--- src/hdl/i2cms_pkg.sv ---
// Shared types, operation codes and phase constants for the I2C master byte sequencer.
package i2cms_pkg;

   localparam int unsigned BITS_PER_BYTE = 8;
   localparam logic [7:0] MSB_MASK = 8'h80;
   localparam logic [15:0] PHASE_TICKS_RESET = 16'd10;

   // Phase numbers at which the write and read sequences change character.
   localparam logic [5:0] WR_LAST_BIT_PHASE = 6'(2 * BITS_PER_BYTE);
   localparam logic [5:0] WR_ACK_HIGH_PHASE = 6'(2 * BITS_PER_BYTE + 1);
   localparam logic [5:0] WR_ACK_SMP_PHASE = 6'(2 * BITS_PER_BYTE + 2);
   localparam logic [5:0] RD_LAST_BIT_PHASE = 6'(1 + 3 * BITS_PER_BYTE);
   localparam logic [5:0] RD_ACK_HIGH_PHASE = 6'(2 + 3 * BITS_PER_BYTE);
   localparam logic [5:0] RD_ACK_LOW_PHASE = 6'(3 + 3 * BITS_PER_BYTE);
   localparam logic [3:0] BIT_COUNT_FULL = 4'(BITS_PER_BYTE);

   // The tick code doubles as the idle value of the current command.
   typedef enum logic [2:0] {
      OP_TICK  = 3'd0,
      OP_START = 3'd1,
      OP_WRITE = 3'd2,
      OP_READ  = 3'd3,
      OP_STOP  = 3'd4
   } op_type;

   // Position within the low, high and sample steps of one read bit.
   typedef enum logic [1:0] {
      RD_STEP_LOW    = 2'd0,
      RD_STEP_HIGH   = 2'd1,
      RD_STEP_SAMPLE = 2'd2
   } rd_step_type;

   typedef struct packed {
      logic [2:0] op;
      logic [7:0] write_byte;
      logic       send_nack;
      logic       sda_in;
   } req_type;

   typedef struct packed {
      logic       scl_out;
      logic       sda_out;
      logic       busy_res;
      logic       done_res;
      logic [7:0] read_byte;
      logic       slave_nack;
      logic       rejected;
   } rsp_type;

endpackage

--- src/hdl/i2cms_ifs.sv ---
// Valid/ready channel interfaces for the request and response transfers.
interface i2cms_req_if;
   logic       valid;
   logic       ready;
   logic [2:0] op;
   logic [7:0] write_byte;
   logic       send_nack;
   logic       sda_in;

   modport source (output valid, output op, output write_byte, output send_nack,
                   output sda_in, input ready);
   modport sink (input valid, input op, input write_byte, input send_nack,
                 input sda_in, output ready);
endinterface

interface i2cms_rsp_if;
   logic       valid;
   logic       ready;
   logic       scl_out;
   logic       sda_out;
   logic       busy_res;
   logic       done_res;
   logic [7:0] read_byte;
   logic       slave_nack;
   logic       rejected;

   modport source (output valid, output scl_out, output sda_out, output busy_res,
                   output done_res, output read_byte, output slave_nack,
                   output rejected, input ready);
   modport sink (input valid, input scl_out, input sda_out, input busy_res,
                 input done_res, input read_byte, input slave_nack,
                 input rejected, output ready);
endinterface

--- src/hdl/i2cms_engine.sv ---
// Sequencer state and the single-step action logic for each accepted item.
module i2cms_engine (
   input  logic                 clock,
   input  logic                 reset,
   input  logic                 accept,
   input  i2cms_pkg::req_type   req,
   input  logic [15:0]          phase_ticks,
   output i2cms_pkg::rsp_type   rsp
);

   i2cms_pkg::op_type      cmd_ff, cmd_in;
   i2cms_pkg::rd_step_type rd_step_ff, rd_step_in;
   logic [5:0]  phase_ff, phase_in;
   logic [3:0]  bit_cnt_ff, bit_cnt_in;
   logic [7:0]  shift_ff, shift_in;
   logic [15:0] tick_ff, tick_in;
   logic        ack_choice_ff, ack_choice_in;
   logic        scl_ff, scl_in;
   logic        sda_ff, sda_in;
   logic        ack_smp_ff, ack_smp_in;

   logic              act;
   logic              fin;
   logic              rej;
   logic              act_sda;
   logic [15:0]       limit;
   i2cms_pkg::op_type act_cmd;

   always_comb begin
      cmd_in        = cmd_ff;
      rd_step_in    = rd_step_ff;
      phase_in      = phase_ff;
      bit_cnt_in    = bit_cnt_ff;
      shift_in      = shift_ff;
      tick_in       = tick_ff;
      ack_choice_in = ack_choice_ff;
      scl_in        = scl_ff;
      sda_in        = sda_ff;
      ack_smp_in    = ack_smp_ff;
      act           = 1'b0;
      fin           = 1'b0;
      rej           = 1'b0;
      act_sda       = 1'b0;
      act_cmd       = cmd_ff;
      limit         = (phase_ticks == 16'd0) ? 16'd1 : phase_ticks;

      // Decode the item and decide whether an action point falls on it.
      case (req.op)
         i2cms_pkg::OP_TICK: begin
            if (cmd_ff != i2cms_pkg::OP_TICK) begin
               tick_in = tick_ff + 16'd1;
               if (tick_in >= limit) begin
                  tick_in  = 16'd0;
                  phase_in = phase_ff + 6'd1;
                  act      = 1'b1;
                  act_sda  = req.sda_in;
               end
            end
         end
         i2cms_pkg::OP_START, i2cms_pkg::OP_WRITE, i2cms_pkg::OP_READ,
         i2cms_pkg::OP_STOP: begin
            if (cmd_ff != i2cms_pkg::OP_TICK) begin
               rej = 1'b1;
            end else begin
               cmd_in     = i2cms_pkg::op_type'(req.op);
               act_cmd    = cmd_in;
               phase_in   = 6'd0;
               tick_in    = 16'd0;
               bit_cnt_in = 4'd0;
               rd_step_in = i2cms_pkg::RD_STEP_LOW;
               if (cmd_in == i2cms_pkg::OP_WRITE) begin
                  shift_in   = req.write_byte;
                  ack_smp_in = 1'b0;
               end
               if (cmd_in == i2cms_pkg::OP_READ) begin
                  shift_in      = 8'd0;
                  ack_choice_in = req.send_nack;
               end
               act = 1'b1;
            end
         end
         default: begin
         end
      endcase

      // Carry out the action point of the current phase.
      if (act) begin
         case (act_cmd)
            i2cms_pkg::OP_START: begin
               if (phase_in == 6'd0) begin
                  scl_in = 1'b1;
                  sda_in = 1'b1;
               end else if (phase_in == 6'd1) begin
                  sda_in = 1'b0;
               end else begin
                  scl_in = 1'b0;
                  fin    = 1'b1;
               end
            end
            i2cms_pkg::OP_STOP: begin
               if (phase_in == 6'd0) begin
                  sda_in = 1'b0;
                  scl_in = 1'b0;
               end else if (phase_in == 6'd1) begin
                  scl_in = 1'b1;
               end else begin
                  sda_in = 1'b1;
                  fin    = 1'b1;
               end
            end
            i2cms_pkg::OP_WRITE: begin
               if (phase_in <= i2cms_pkg::WR_LAST_BIT_PHASE) begin
                  if (phase_in[0]) begin
                     scl_in = 1'b1;
                  end else begin
                     if (phase_in != 6'd0) begin
                        scl_in = 1'b0;
                     end
                     // After the eighth bit SDA is released for the acknowledge.
                     if (bit_cnt_in < i2cms_pkg::BIT_COUNT_FULL) begin
                        sda_in     = |(shift_in & i2cms_pkg::MSB_MASK);
                        shift_in   = {shift_in[6:0], 1'b0};
                        bit_cnt_in = bit_cnt_in + 4'd1;
                     end else begin
                        sda_in = 1'b1;
                     end
                  end
               end else if (phase_in == i2cms_pkg::WR_ACK_HIGH_PHASE) begin
                  scl_in = 1'b1;
               end else if (phase_in == i2cms_pkg::WR_ACK_SMP_PHASE) begin
                  ack_smp_in = act_sda;
                  scl_in     = 1'b0;
               end else begin
                  fin = 1'b1;
               end
            end
            i2cms_pkg::OP_READ: begin
               if (phase_in == 6'd0) begin
                  scl_in = 1'b0;
               end else if (phase_in == 6'd1) begin
                  sda_in = 1'b1;
               end else if (phase_in <= i2cms_pkg::RD_LAST_BIT_PHASE) begin
                  case (rd_step_ff)
                     i2cms_pkg::RD_STEP_LOW: begin
                        scl_in     = 1'b0;
                        rd_step_in = i2cms_pkg::RD_STEP_HIGH;
                     end
                     i2cms_pkg::RD_STEP_HIGH: begin
                        scl_in     = 1'b1;
                        rd_step_in = i2cms_pkg::RD_STEP_SAMPLE;
                     end
                     default: begin
                        shift_in   = {shift_in[6:0], act_sda};
                        bit_cnt_in = bit_cnt_in + 4'd1;
                        rd_step_in = i2cms_pkg::RD_STEP_LOW;
                        if (phase_in == i2cms_pkg::RD_LAST_BIT_PHASE) begin
                           scl_in = 1'b0;
                        end
                     end
                  endcase
               end else if (phase_in == i2cms_pkg::RD_ACK_HIGH_PHASE) begin
                  sda_in = ack_choice_in;
                  scl_in = 1'b1;
               end else if (phase_in == i2cms_pkg::RD_ACK_LOW_PHASE) begin
                  scl_in = 1'b0;
               end else begin
                  fin = 1'b1;
               end
            end
            default: begin
               fin = 1'b1;
            end
         endcase
      end

      if (fin) begin
         cmd_in   = i2cms_pkg::OP_TICK;
         phase_in = 6'd0;
         tick_in  = 16'd0;
      end

      rsp.scl_out    = scl_in;
      rsp.sda_out    = sda_in;
      rsp.busy_res   = (cmd_in != i2cms_pkg::OP_TICK);
      rsp.done_res   = fin;
      rsp.read_byte  = (fin && act_cmd == i2cms_pkg::OP_READ) ? shift_in : 8'd0;
      rsp.slave_nack = fin && (act_cmd == i2cms_pkg::OP_WRITE) && ack_smp_in;
      rsp.rejected   = rej;
   end

   always_ff @(posedge clock) begin
      if (reset) begin
         cmd_ff        <= i2cms_pkg::OP_TICK;
         rd_step_ff    <= i2cms_pkg::RD_STEP_LOW;
         phase_ff      <= 6'd0;
         bit_cnt_ff    <= 4'd0;
         shift_ff      <= 8'd0;
         tick_ff       <= 16'd0;
         ack_choice_ff <= 1'b1;
         scl_ff        <= 1'b1;
         sda_ff        <= 1'b1;
         ack_smp_ff    <= 1'b0;
      end else if (accept) begin
         cmd_ff        <= cmd_in;
         rd_step_ff    <= rd_step_in;
         phase_ff      <= phase_in;
         bit_cnt_ff    <= bit_cnt_in;
         shift_ff      <= shift_in;
         tick_ff       <= tick_in;
         ack_choice_ff <= ack_choice_in;
         scl_ff        <= scl_in;
         sda_ff        <= sda_in;
         ack_smp_ff    <= ack_smp_in;
      end
   end

endmodule

--- src/hdl/i2c_master_byte_sequencer_top.sv ---
// Top level: request/response handshakes, phase length register and result buffer.
// Each accepted item updates the sequencer state and its result is registered in
// the result buffer before it is offered on the response channel.
// One item is accepted per cycle; a two-entry result buffer keeps the input open
// while one result waits, and the input stalls only when both entries are full.
// Synchronous reset: idle, SCL and SDA released, phase_ticks back to 10.
module i2c_master_byte_sequencer_top (
   input  logic          clock,
   input  logic          reset,
   i2cms_req_if.sink     req_chan,
   i2cms_rsp_if.source   rsp_chan,
   input  logic          csr_write_en,
   input  logic [15:0]   csr_write_data
);

   logic [15:0]        phase_ticks_ff;
   logic               accept;
   i2cms_pkg::req_type req;
   i2cms_pkg::rsp_type result;

   logic               main_valid_ff, main_valid_in;
   logic               skid_valid_ff, skid_valid_in;
   i2cms_pkg::rsp_type main_ff, main_in;
   i2cms_pkg::rsp_type skid_ff, skid_in;
   logic               pop;

   always_ff @(posedge clock) begin
      if (reset) begin
         phase_ticks_ff <= i2cms_pkg::PHASE_TICKS_RESET;
      end else if (csr_write_en) begin
         phase_ticks_ff <= csr_write_data;
      end
   end

   assign req_chan.ready = !skid_valid_ff;
   assign accept = req_chan.valid && req_chan.ready;

   assign req.op         = req_chan.op;
   assign req.write_byte = req_chan.write_byte;
   assign req.send_nack  = req_chan.send_nack;
   assign req.sda_in     = req_chan.sda_in;

   i2cms_engine u_engine (
      .clock       (clock),
      .reset       (reset),
      .accept      (accept),
      .req         (req),
      .phase_ticks (phase_ticks_ff),
      .rsp         (result)
   );

   // The skid entry fills only when the head entry is held by a stalled transfer.
   assign pop = main_valid_ff && rsp_chan.ready;

   always_comb begin
      main_valid_in = main_valid_ff;
      skid_valid_in = skid_valid_ff;
      main_in       = main_ff;
      skid_in       = skid_ff;
      if (pop || !main_valid_ff) begin
         if (skid_valid_ff) begin
            main_in       = skid_ff;
            main_valid_in = 1'b1;
            skid_valid_in = 1'b0;
            if (accept) begin
               skid_in       = result;
               skid_valid_in = 1'b1;
            end
         end else if (accept) begin
            main_in       = result;
            main_valid_in = 1'b1;
         end else begin
            main_valid_in = 1'b0;
         end
      end else if (accept) begin
         skid_in       = result;
         skid_valid_in = 1'b1;
      end
   end

   always_ff @(posedge clock) begin
      if (reset) begin
         main_valid_ff <= 1'b0;
         skid_valid_ff <= 1'b0;
      end else begin
         main_valid_ff <= main_valid_in;
         skid_valid_ff <= skid_valid_in;
      end
   end

   always_ff @(posedge clock) begin
      main_ff <= main_in;
      skid_ff <= skid_in;
   end

   assign rsp_chan.valid      = main_valid_ff;
   assign rsp_chan.scl_out    = main_ff.scl_out;
   assign rsp_chan.sda_out    = main_ff.sda_out;
   assign rsp_chan.busy_res   = main_ff.busy_res;
   assign rsp_chan.done_res   = main_ff.done_res;
   assign rsp_chan.read_byte  = main_ff.read_byte;
   assign rsp_chan.slave_nack = main_ff.slave_nack;
   assign rsp_chan.rejected   = main_ff.rejected;

endmodule

--- src/flat_wrapper.sv ---
// flat-port wrapper written by rule: the top's interface ports become plain ports
module i2c_master_byte_sequencer_top_flat 
  (clock, reset, csr_write_en, csr_write_data, req_chan_valid, req_chan_op, req_chan_write_byte, req_chan_send_nack, req_chan_sda_in, req_chan_ready, rsp_chan_valid, rsp_chan_scl_out, rsp_chan_sda_out, rsp_chan_busy_res, rsp_chan_done_res, rsp_chan_read_byte, rsp_chan_slave_nack, rsp_chan_rejected, rsp_chan_ready);
  i2cms_req_if req_chan_i ();
  i2cms_rsp_if rsp_chan_i ();
  input  logic clock;
  input  logic reset;
  input  logic csr_write_en;
  input  logic [15:0] csr_write_data;
  input wire logic [$bits(req_chan_i.valid)-1:0] req_chan_valid;
  input wire logic [$bits(req_chan_i.op)-1:0] req_chan_op;
  input wire logic [$bits(req_chan_i.write_byte)-1:0] req_chan_write_byte;
  input wire logic [$bits(req_chan_i.send_nack)-1:0] req_chan_send_nack;
  input wire logic [$bits(req_chan_i.sda_in)-1:0] req_chan_sda_in;
  output wire logic [$bits(req_chan_i.ready)-1:0] req_chan_ready;
  output wire logic [$bits(rsp_chan_i.valid)-1:0] rsp_chan_valid;
  output wire logic [$bits(rsp_chan_i.scl_out)-1:0] rsp_chan_scl_out;
  output wire logic [$bits(rsp_chan_i.sda_out)-1:0] rsp_chan_sda_out;
  output wire logic [$bits(rsp_chan_i.busy_res)-1:0] rsp_chan_busy_res;
  output wire logic [$bits(rsp_chan_i.done_res)-1:0] rsp_chan_done_res;
  output wire logic [$bits(rsp_chan_i.read_byte)-1:0] rsp_chan_read_byte;
  output wire logic [$bits(rsp_chan_i.slave_nack)-1:0] rsp_chan_slave_nack;
  output wire logic [$bits(rsp_chan_i.rejected)-1:0] rsp_chan_rejected;
  input wire logic [$bits(rsp_chan_i.ready)-1:0] rsp_chan_ready;
  assign req_chan_i.valid = req_chan_valid;
  assign req_chan_i.op = req_chan_op;
  assign req_chan_i.write_byte = req_chan_write_byte;
  assign req_chan_i.send_nack = req_chan_send_nack;
  assign req_chan_i.sda_in = req_chan_sda_in;
  assign req_chan_ready = req_chan_i.ready;
  assign rsp_chan_valid = rsp_chan_i.valid;
  assign rsp_chan_scl_out = rsp_chan_i.scl_out;
  assign rsp_chan_sda_out = rsp_chan_i.sda_out;
  assign rsp_chan_busy_res = rsp_chan_i.busy_res;
  assign rsp_chan_done_res = rsp_chan_i.done_res;
  assign rsp_chan_read_byte = rsp_chan_i.read_byte;
  assign rsp_chan_slave_nack = rsp_chan_i.slave_nack;
  assign rsp_chan_rejected = rsp_chan_i.rejected;
  assign rsp_chan_i.ready = rsp_chan_ready;
  i2c_master_byte_sequencer_top u_core (.clock(clock), .reset(reset), .req_chan(req_chan_i), .rsp_chan(rsp_chan_i), .csr_write_en(csr_write_en), .csr_write_data(csr_write_data));
endmodule
--- config.mk ---
export PLATFORM = sky130hd
export DESIGN_NAME = i2c_master_byte_sequencer_top_flat
export DESIGN_NICKNAME = d
export VERILOG_FILES = /design/src/hdl/i2cms_pkg.sv /design/src/hdl/i2cms_ifs.sv /design/src/hdl/i2cms_engine.sv /design/src/hdl/i2c_master_byte_sequencer_top.sv /design/src/flat_wrapper.sv
export SDC_FILE = /design/constraint.sdc
export NUM_CORES = 1
export LEC_CHECK = 0
export BUFFER_PORTS_ARGS = -buffer_cell sky130_fd_sc_hd__buf_2
export CAP_MARGIN = 30
export CORE_MARGIN = 5
export CORE_UTILIZATION = 52
export CTS_CLUSTER_DIAMETER = 50
export DETAILED_ROUTE_END_ITERATION = 6
export PLACE_DENSITY = 0.7
export SYNTH_ARGS = -nofsm -noshare
export SYNTH_HDL_FRONTEND = slang
export SYNTH_SLANG_ARGS = --single-unit
--- constraint.sdc ---
create_clock -name clock -period 4.83 [get_ports clock]
set_input_delay 0.483 -clock clock [delete_from_list [all_inputs] [get_ports clock]]
set_output_delay 0.483 -clock clock [all_outputs]
set_load 0.01 [all_outputs]
Yosys cells after proc, flatten, opt, wreduce, memory -nomap -nowiden
Cells that the tools add are included.
{"block": "totals", "regBits": 89, "output_inout_bits": 16, "wordCells": 195}
{"block": "op_classes", "add_sub_neg": 3, "magnitude_cmp": 4, "n_eq_ne": 18, "muxes": 120, "reduce_logical": 23}
{"op": "8-bit 2-to-1 mux", "count": 13}
{"op": "16-bit 2-to-1 mux", "count": 5}
{"op": "14-bit 2-to-1 mux", "count": 5}
{"op": "1-bit 2-to-1 mux", "count": 63}
{"op": "4-bit 2-to-1 mux", "count": 10}
{"op": "16-bit case mux with 2 select lines", "count": 1}
{"op": "6-bit by 5-bit equality test with 1-bit output, second input constant", "count": 5}
{"op": "6-bit 2-to-1 mux", "count": 4}
{"op": "16-bit by 1-bit adder with 16-bit output, second input constant", "count": 1}
{"op": "16-bit greater-or-equal comparator", "count": 1}
{"op": "16-bit logical NOT", "count": 1}
{"op": "8-bit case mux with 2 select lines", "count": 1}
{"op": "2-bit 2-to-1 mux", "count": 7}
{"op": "3-bit by 2-bit equality test with 1-bit output, second input constant", "count": 4}
{"op": "6-bit by 5-bit less-or-equal comparator with 1-bit output, second input constant", "count": 2}
{"op": "6-bit case mux with 2 select lines", "count": 1}
{"op": "3-bit 2-to-1 mux", "count": 3}
{"op": "3-bit nonzero test", "count": 3}
{"op": "1-bit case mux with 4 select lines", "count": 2}
{"op": "4-bit case mux with 2 select lines", "count": 1}
{"op": "6-bit by 1-bit adder with 6-bit output, second input constant", "count": 1}
{"op": "3-bit by 1-bit equality test with 1-bit output, second input constant", "count": 2}
{"op": "3-bit equality test, second input constant", "count": 2}
{"op": "6-bit by 1-bit equality test with 1-bit output, second input constant", "count": 1}
{"op": "20 further kinds", "count": 29}

Longest topological paths before layout
{"block": "depth", "word_depth": 19, "mapped_depth": 22}

Cells and area by module
Synthesis repeated with hierarchy kept, for this count alone.
{"block": "hier_totals", "hier_cells": 689, "hier_area_um2": 6014.5}
{"module": "i2cms_engine", "n_inst": 1, "cells_per_inst": 583, "area_each_um2": 4292.9, "seq_area_each_um2": 860.8}
{"module": "i2c_master_byte_sequencer_top", "n_inst": 1, "cells_per_inst": 106, "area_each_um2": 1721.7, "seq_area_each_um2": 1201.2}

Worst setup path before layout
Ideal clock, no wire load.
{"block": "synth_path", "path_type": "flip-flop to flip-flop", "startpoint": "register u_core.u_engine.tick_ff[2]", "endpoint": "register u_core.main_ff, in the netlist u_core.rsp_chan.read_byte[7] (data pin)", "setup_time_ps": 169, "arrival_ps": 5187, "required_time_ps": 4661, "path_slack_ps": -526, "stages_incl_launch_ff": 22, "cell_sequence": "dfxtp_1 -> and3_1 -> and3_1 -> and3_1 -> and3_1 -> and3_1 -> and3_1 -> nand3_1 -> xnor2_1 -> ha_1 -> nand4_1 -> or3_4 -> o41ai_4 -> nor3_2 -> o311a_1 -> or2_1 -> buf_6 -> o31ai_4 -> nand2_4 -> o21ai_2 -> mux2_2 -> o31ai_1"}
{"block": "synth_via", "elab_chain_cells": 17}
{"element": "start: declaration", "line": "i2cms_engine.sv:16", "source": "logic [15:0] tick_ff, tick_in;"}
{"element": "start signal: assignment", "line": "i2cms_engine.sv:209", "source": "tick_ff <= tick_in;"}
{"element": "16-bit by 1-bit adder with 16-bit output (*)", "line": "i2cms_engine.sv:51", "source": "tick_in = tick_ff + 16'd1;"}
{"element": "16-bit greater-or-equal comparator (*)", "line": "i2cms_engine.sv:52", "source": "if (tick_in >= limit) begin"}
{"element": "branches (longest 12 deep; another with 6-bit by 5-bit less-or-equal comparator with 1-bit output)"}
{"element": "8-bit 2-to-1 mux (*)", "line": "i2cms_engine.sv:186", "source": "rsp.read_byte = (fin && act_cmd == i2cms_pkg::OP_READ) ? shift_in : 8'd0;"}
{"element": "14-bit 2-to-1 mux (*)", "line": "i2c_master_byte_sequencer_top.sv:69", "source": "end else if (accept) begin"}
{"element": "14-bit 2-to-1 mux (*)", "line": "i2c_master_byte_sequencer_top.sv:61", "source": "if (skid_valid_ff) begin"}
{"element": "end signal: assignment", "line": "i2c_master_byte_sequencer_top.sv:92", "source": "main_ff <= main_in;"}
{"element": "end: declaration", "line": "i2c_master_byte_sequencer_top.sv:23", "source": "i2cms_pkg::rsp_type main_ff, main_in;"}
Mark *: on every way between the ends. The select of a mux whose other input is x is not followed.
A chain may end at the register's enable or synchronous reset.

Worst setup path in the final report
{"block": "layout_path", "startpoint": "register u_core.u_engine.tick_ff[1]", "endpoint": "register u_core.main_ff, in the netlist u_core.rsp_chan.read_byte[2] (data pin)"}
Same word-level chain as after synthesis.

==> impl_metrics.csv <==
group,metric,value,unit
status,status,"finished, violations left",
status,violations,"negative setup slack",
timing,rsz0062_at_grt,"yes",
detailed_routing,vias_per_cell,6.181,
timing,worst_pin_slew,1009,ps
timing,fin_ws,-424.7,ps
die,dieArea,12860,sq um
cts,cts.sinks,89,
detailed_routing,wl,18690,um
timing,hold_violations,0,
worst_setup_path,max_stage_delay,410,ps
synth,synth_flop_cell,"dfxtp_1",
cts,cts_buffers,9,
flow_run,max_cap_violations,0,
cts,cts_root_buf,"clkbuf_8",
die,ios,50,
power_and_ir_drop,total_power,1.739,mW
cts,cts.clk_slew.worst_paths,100,ps
global_routing,grt_pass1_vias,5771,
place,pre_cts_ws,-332.8,ps
synth,synth-edff-count,28,
power_and_ir_drop,switchingPower,573.6,uW
timing,setup_viol,51,
min_path,holdPathStages,3,
global_routing,grt_overflow_total,0,
cts,htreeDepth,3,
timing,min_period,5255,ps
global_routing,busiest_layer,"met2",
detailed_routing,route.vias.total,5909,
synth,synthArstFlopShare,0,%
min_path,hp-start,"csr_write_data[8]",
die,die_x,113.4,um
power_and_ir_drop,peakVddDrop,0.1277,mV
synth,ys_types,69,
power_and_ir_drop,p_seq_share,48.0,%
global_routing,use_met3,4.828,%
cts,insertion_delay,370,ps
worst_setup_path,cp_max_fo,8,
detailed_routing,avgRoutedWirePerCell,19.55,um
timing,fin_crit_sh,108.8,%
die,die_y,113.4,um
finish,area.sequential,2068,sq um
power_and_ir_drop,p_comb_share,23.2,%
cts,clock_path_buffers,2,
min_path,min_path_type,"input pin to flip-flop",
worst_setup_path,worstReg2RegStart,"u_core.u_engine.tick_ff[1]$_SDFFE_PP0P_",
detailed_routing,ant_nets,0,
timing,maxSlewViolCount,0,
power_and_ir_drop,sw_frac_of_total,32.99,%
worst_setup_path,end_kind,"flip-flop",
power_and_ir_drop,internal_power,1.165,mW
min_path,whs_endpoint,"u_core.phase_ticks_ff[8]$_SDFFE_PP0P_",
place,gp_congestion,0.9940,
synth,synth_cells,668,
cts,postCtsHoldBufs,0,
synth,synth_fp_nets,722,
synth,syn_avg_cell_area,8.324,sq um
global_routing,track_usage,27.56,%
worst_setup_path,crit_slowest_cell,"or3_4",
die,start_util,53.62,%
detailed_routing,first_iter_violations,502,
global_routing,antenna_found_initial,0,
finish,drive_above_1_share,36.95,%
power_and_ir_drop,p_leak,3.225,nW
timing,fmax,190.3,MHz
global_routing,grt_pass1_wl,28660,um
die,placement_rows,37,
finish,multi_input_area,3902,sq um
place,port-buffer-count,49,
finish,nets,869,
power_and_ir_drop,clkPwrFrac,28.8,%
worst_setup_path,path_cells,"and3_4, and3_4, and3_4, and3_4, and3_4, and3_4, nand3_4, xnor2_2, ha_1, nand4_1, or3_4, o41ai_4, nor3_4, o311a_1, or2_4, buf_6, o31ai_4, nand2_4, buf_12, buf_6, o31ai_4, nor2_4, o31ai_1",
detailed_routing,drcViolationCount,0,
synth,yosysSeqAreaShare,37.08,%
finish,n_antenna_cell,0,
finish,fin_util,74.24,%
global_routing,grt_max_degree,52,
finish,fillers,758,
worst_setup_path,r2r_end,"u_core.rsp_chan.read_byte[2]$_DFFE_PP_",
global_routing,use_met1,34.82,%
worst_setup_path,worstSetupPathType,"flip-flop to flip-flop",
synth,ys_seq_elements,89,
worst_setup_path,start_kind,"flip-flop",
synth,syn-cell-area,5560,sq um
worst_setup_path,crit_top_cell,"and3_4",
synth,yosysWarnings,0,
finish,area_growth_syn_to_layout,38.46,%
worst_setup_path,arrival,5430,ps
worst_setup_path,rrSetupSlack,-420,ps
worst_setup_path,required,5000,ps
worst_setup_path,reg2regPathDepth,23,
die,coreArea,10370,sq um
cts,cts_tree,"done",
global_routing,grtUsageMet2,46.64,%
power_and_ir_drop,power_density,225.8,nW/um^2
detailed_routing,dr.pass1.iters,6,
timing,skew,11.55,ps
place,dp_hpwl,12500,um
timing,slew_headroom,32.67,%
[Yosys cell counts, types with 2 or more instances]
cell      count  area (sq um)
a211o_1       4         35.03
a211oi_1      5         37.54
a21o_1        5         37.54
a21oi_1      55         275.3
a22o_1        3         26.28
a22oi_1       8         60.06
a31oi_1       8         50.05
a41o_1        2         20.02
and2_1        6         37.54
and3_1       12         75.07
buf_1         2         7.510
buf_2         4         20.02
buf_6         2         22.52
clkbuf_1     29         108.9
dfxtp_1      61          1221
edfxtp_1     28         840.8
ha_1         20         250.2
inv_1        21         78.83
mux2_2        8         90.09
mux2i_1      23         230.2
nand2_1      62         232.7
nand2b_1      4         25.02
nand3_1      26         130.1
nand4_1       7         43.79
nor2_1       92         345.3
nor2b_1       6         37.54
nor3_1       20         100.1
nor3_2        2         20.02
nor3b_1       8         60.06
nor4_1        8         50.05
nor4b_2       2         30.03
o211ai_1      6         45.04
o21a_1        3         22.52
o21ai_0      34         170.2
o21ai_1       2         10.01
o22ai_1       4         25.02
o311a_1       4         40.04
o31ai_1      22         165.2
o32a_1        2         20.02
o32ai_1       2         17.52
or2_2         2         12.51
or3_1         4         25.02
xnor2_1       2         17.52
xor2_1       13         113.9
[cell usage in the layout, fill, tap and decap left out, types with 5 or more instances in the layout]
cell | netlist | routed
buf_4 | 0 | 104
nor2_1 | 92 | 80
nand2_1 | 62 | 59
dfxtp_1 | 61 | 58
buf_2 | 4 | 49
a21oi_1 | 55 | 48
o21ai_0 | 34 | 28
edfxtp_1 | 28 | 28
mux2i_1 | 23 | 23
inv_1 | 21 | 20
nand3_1 | 26 | 19
ha_1 | 20 | 19
nor3_1 | 20 | 14
buf_6 | 2 | 14
xor2_1 | 13 | 13
o31ai_1 | 22 | 12
and3_4 | 0 | 12
nor2_4 | 0 | 9
clkbuf_8 | 0 | 9
nor3b_1 | 8 | 8
nand4_1 | 7 | 7
o31ai_4 | 1 | 7
o21ai_1 | 2 | 7
o211ai_1 | 6 | 6
nor2b_1 | 6 | 6
nor4_1 | 8 | 6
a21oi_2 | 0 | 6
a21o_1 | 5 | 5
a22oi_1 | 8 | 5
nand3_4 | 0 | 5
[power groups by stage]
stage	sequential [mW]	clock [mW]	combinational, mW
2_1_floorplan	0.845	0	0.207
3_3_place_gp	0.849	0	0.321
6_report	0.834	0.501	0.404
5_1_grt	0.837	0.553	0.436
3_5_place_dp	0.850	0	0.329
4_1_cts	0.833	0.508	0.359
[sequential cells by signal, summed over array words and instances (netlist names), 2 cells and up]
name / count
u_core.phase_ticks_ff: 16
u_core.rsp_chan.read_byte: 8
u_core.u_engine.rd_step_ff: 2
u_core.u_engine.shift_ff: 8
u_core.u_engine.phase_ff: 6
u_core.u_engine.cmd_ff: 3
u_core.u_engine.tick_ff: 16
u_core.u_engine.bit_cnt_ff: 4
u_core.skid_ff: 14
[worst max-delay path by stage]
stage	startpoint	cells past startpoint	endpoint
floorplan	u_core.u_engine.tick_ff[0]$_SDFFE_PP0P_	21	u_core.rsp_chan.read_byte[7]$_DFFE_PP_
global placement	u_core.u_engine.tick_ff[1]$_SDFFE_PP0P_	20	u_core.rsp_chan.read_byte[1]$_DFFE_PP_
detailed placement	u_core.u_engine.tick_ff[0]$_SDFFE_PP0P_	21	u_core.rsp_chan.read_byte[7]$_DFFE_PP_
CTS	u_core.u_engine.tick_ff[0]$_SDFFE_PP0P_	19	u_core.rsp_chan.sda_out$_DFFE_PP_
global route	u_core.u_engine.tick_ff[0]$_SDFFE_PP0P_	23	u_core.rsp_chan.read_byte[2]$_DFFE_PP_
finish	u_core.u_engine.tick_ff[1]$_SDFFE_PP0P_	23	u_core.rsp_chan.read_byte[2]$_DFFE_PP_
[per-layer routing]
| metal | share of wire, % | routed length [um] |
|---|---|---|
| met1 | 41 | 7745 |
| met5 | 0 | 0 |
| met4 | 3.9 | 737 |
| met2 | 48 | 8949 |
| met3 | 6.7 | 1259 |
[worst max-delay path, delay by kind of cell, from the launching register on]
| family | cells | cell delay (ps) |
|---|---|---|
| AO/OA/AOI/OAI | 5 | 1470 |
| buffers and inverters | 3 | 420 |
| XOR/XNOR | 1 | 170 |
| adder cells (fa/ha/maj) | 1 | 300 |
| AND/OR/NAND/NOR | 13 | 2300 |
| flip-flops | 1 | 370 |
[stage by stage]
stage               cells  setup TNS, ps  cell area (sq um)  hold slack [ps]
global route          956         -22060               7699            331.7
detailed placement    903          -8643               6605            461.4
finish                956         -13290               7699            344.1
global placement      903          -4640               6605            453.7
CTS                   933          -5296               7196            342.7
floorplan             668          -1271               5674            444.3
[final cells by class]
| type | count | area share [%] |
|---|---|---|
| Multi-Input combinational cell | 521 | 50.69 |
| Sequential cell | 89 | 26.86 |
| Timing Repair Buffer | 173 | 16.90 |
| Tap cell | 136 | 2.210 |
| Clock buffer | 10 | 1.658 |
| Inverter | 21 | 1.024 |
| Clock inverter | 6 | 0.6501 |
[timing repair]
item                       in CTS  in global routing
resized for setup              66                 67
cloned                          1                  0
setup buffers                  15                 22
pin swaps                      28                 25
setup endpoints to repair      50                 52
[logic make-up (layout without fill, tap and decap cells)]
family	Yosys count	in the layout	share of synthesized area (%)
DFF	89	89	37.08
buffers and inverters	58	210	4.275
AOI/OAI and AO/OA	188	188	23.07
adders and majority gates	20	20	4.500
and+or+nand+nor	267	267	22.95
xor gates and xnor gates	15	15	2.363
muxes	31	31	5.761
(Power assumes the default switching activity.)
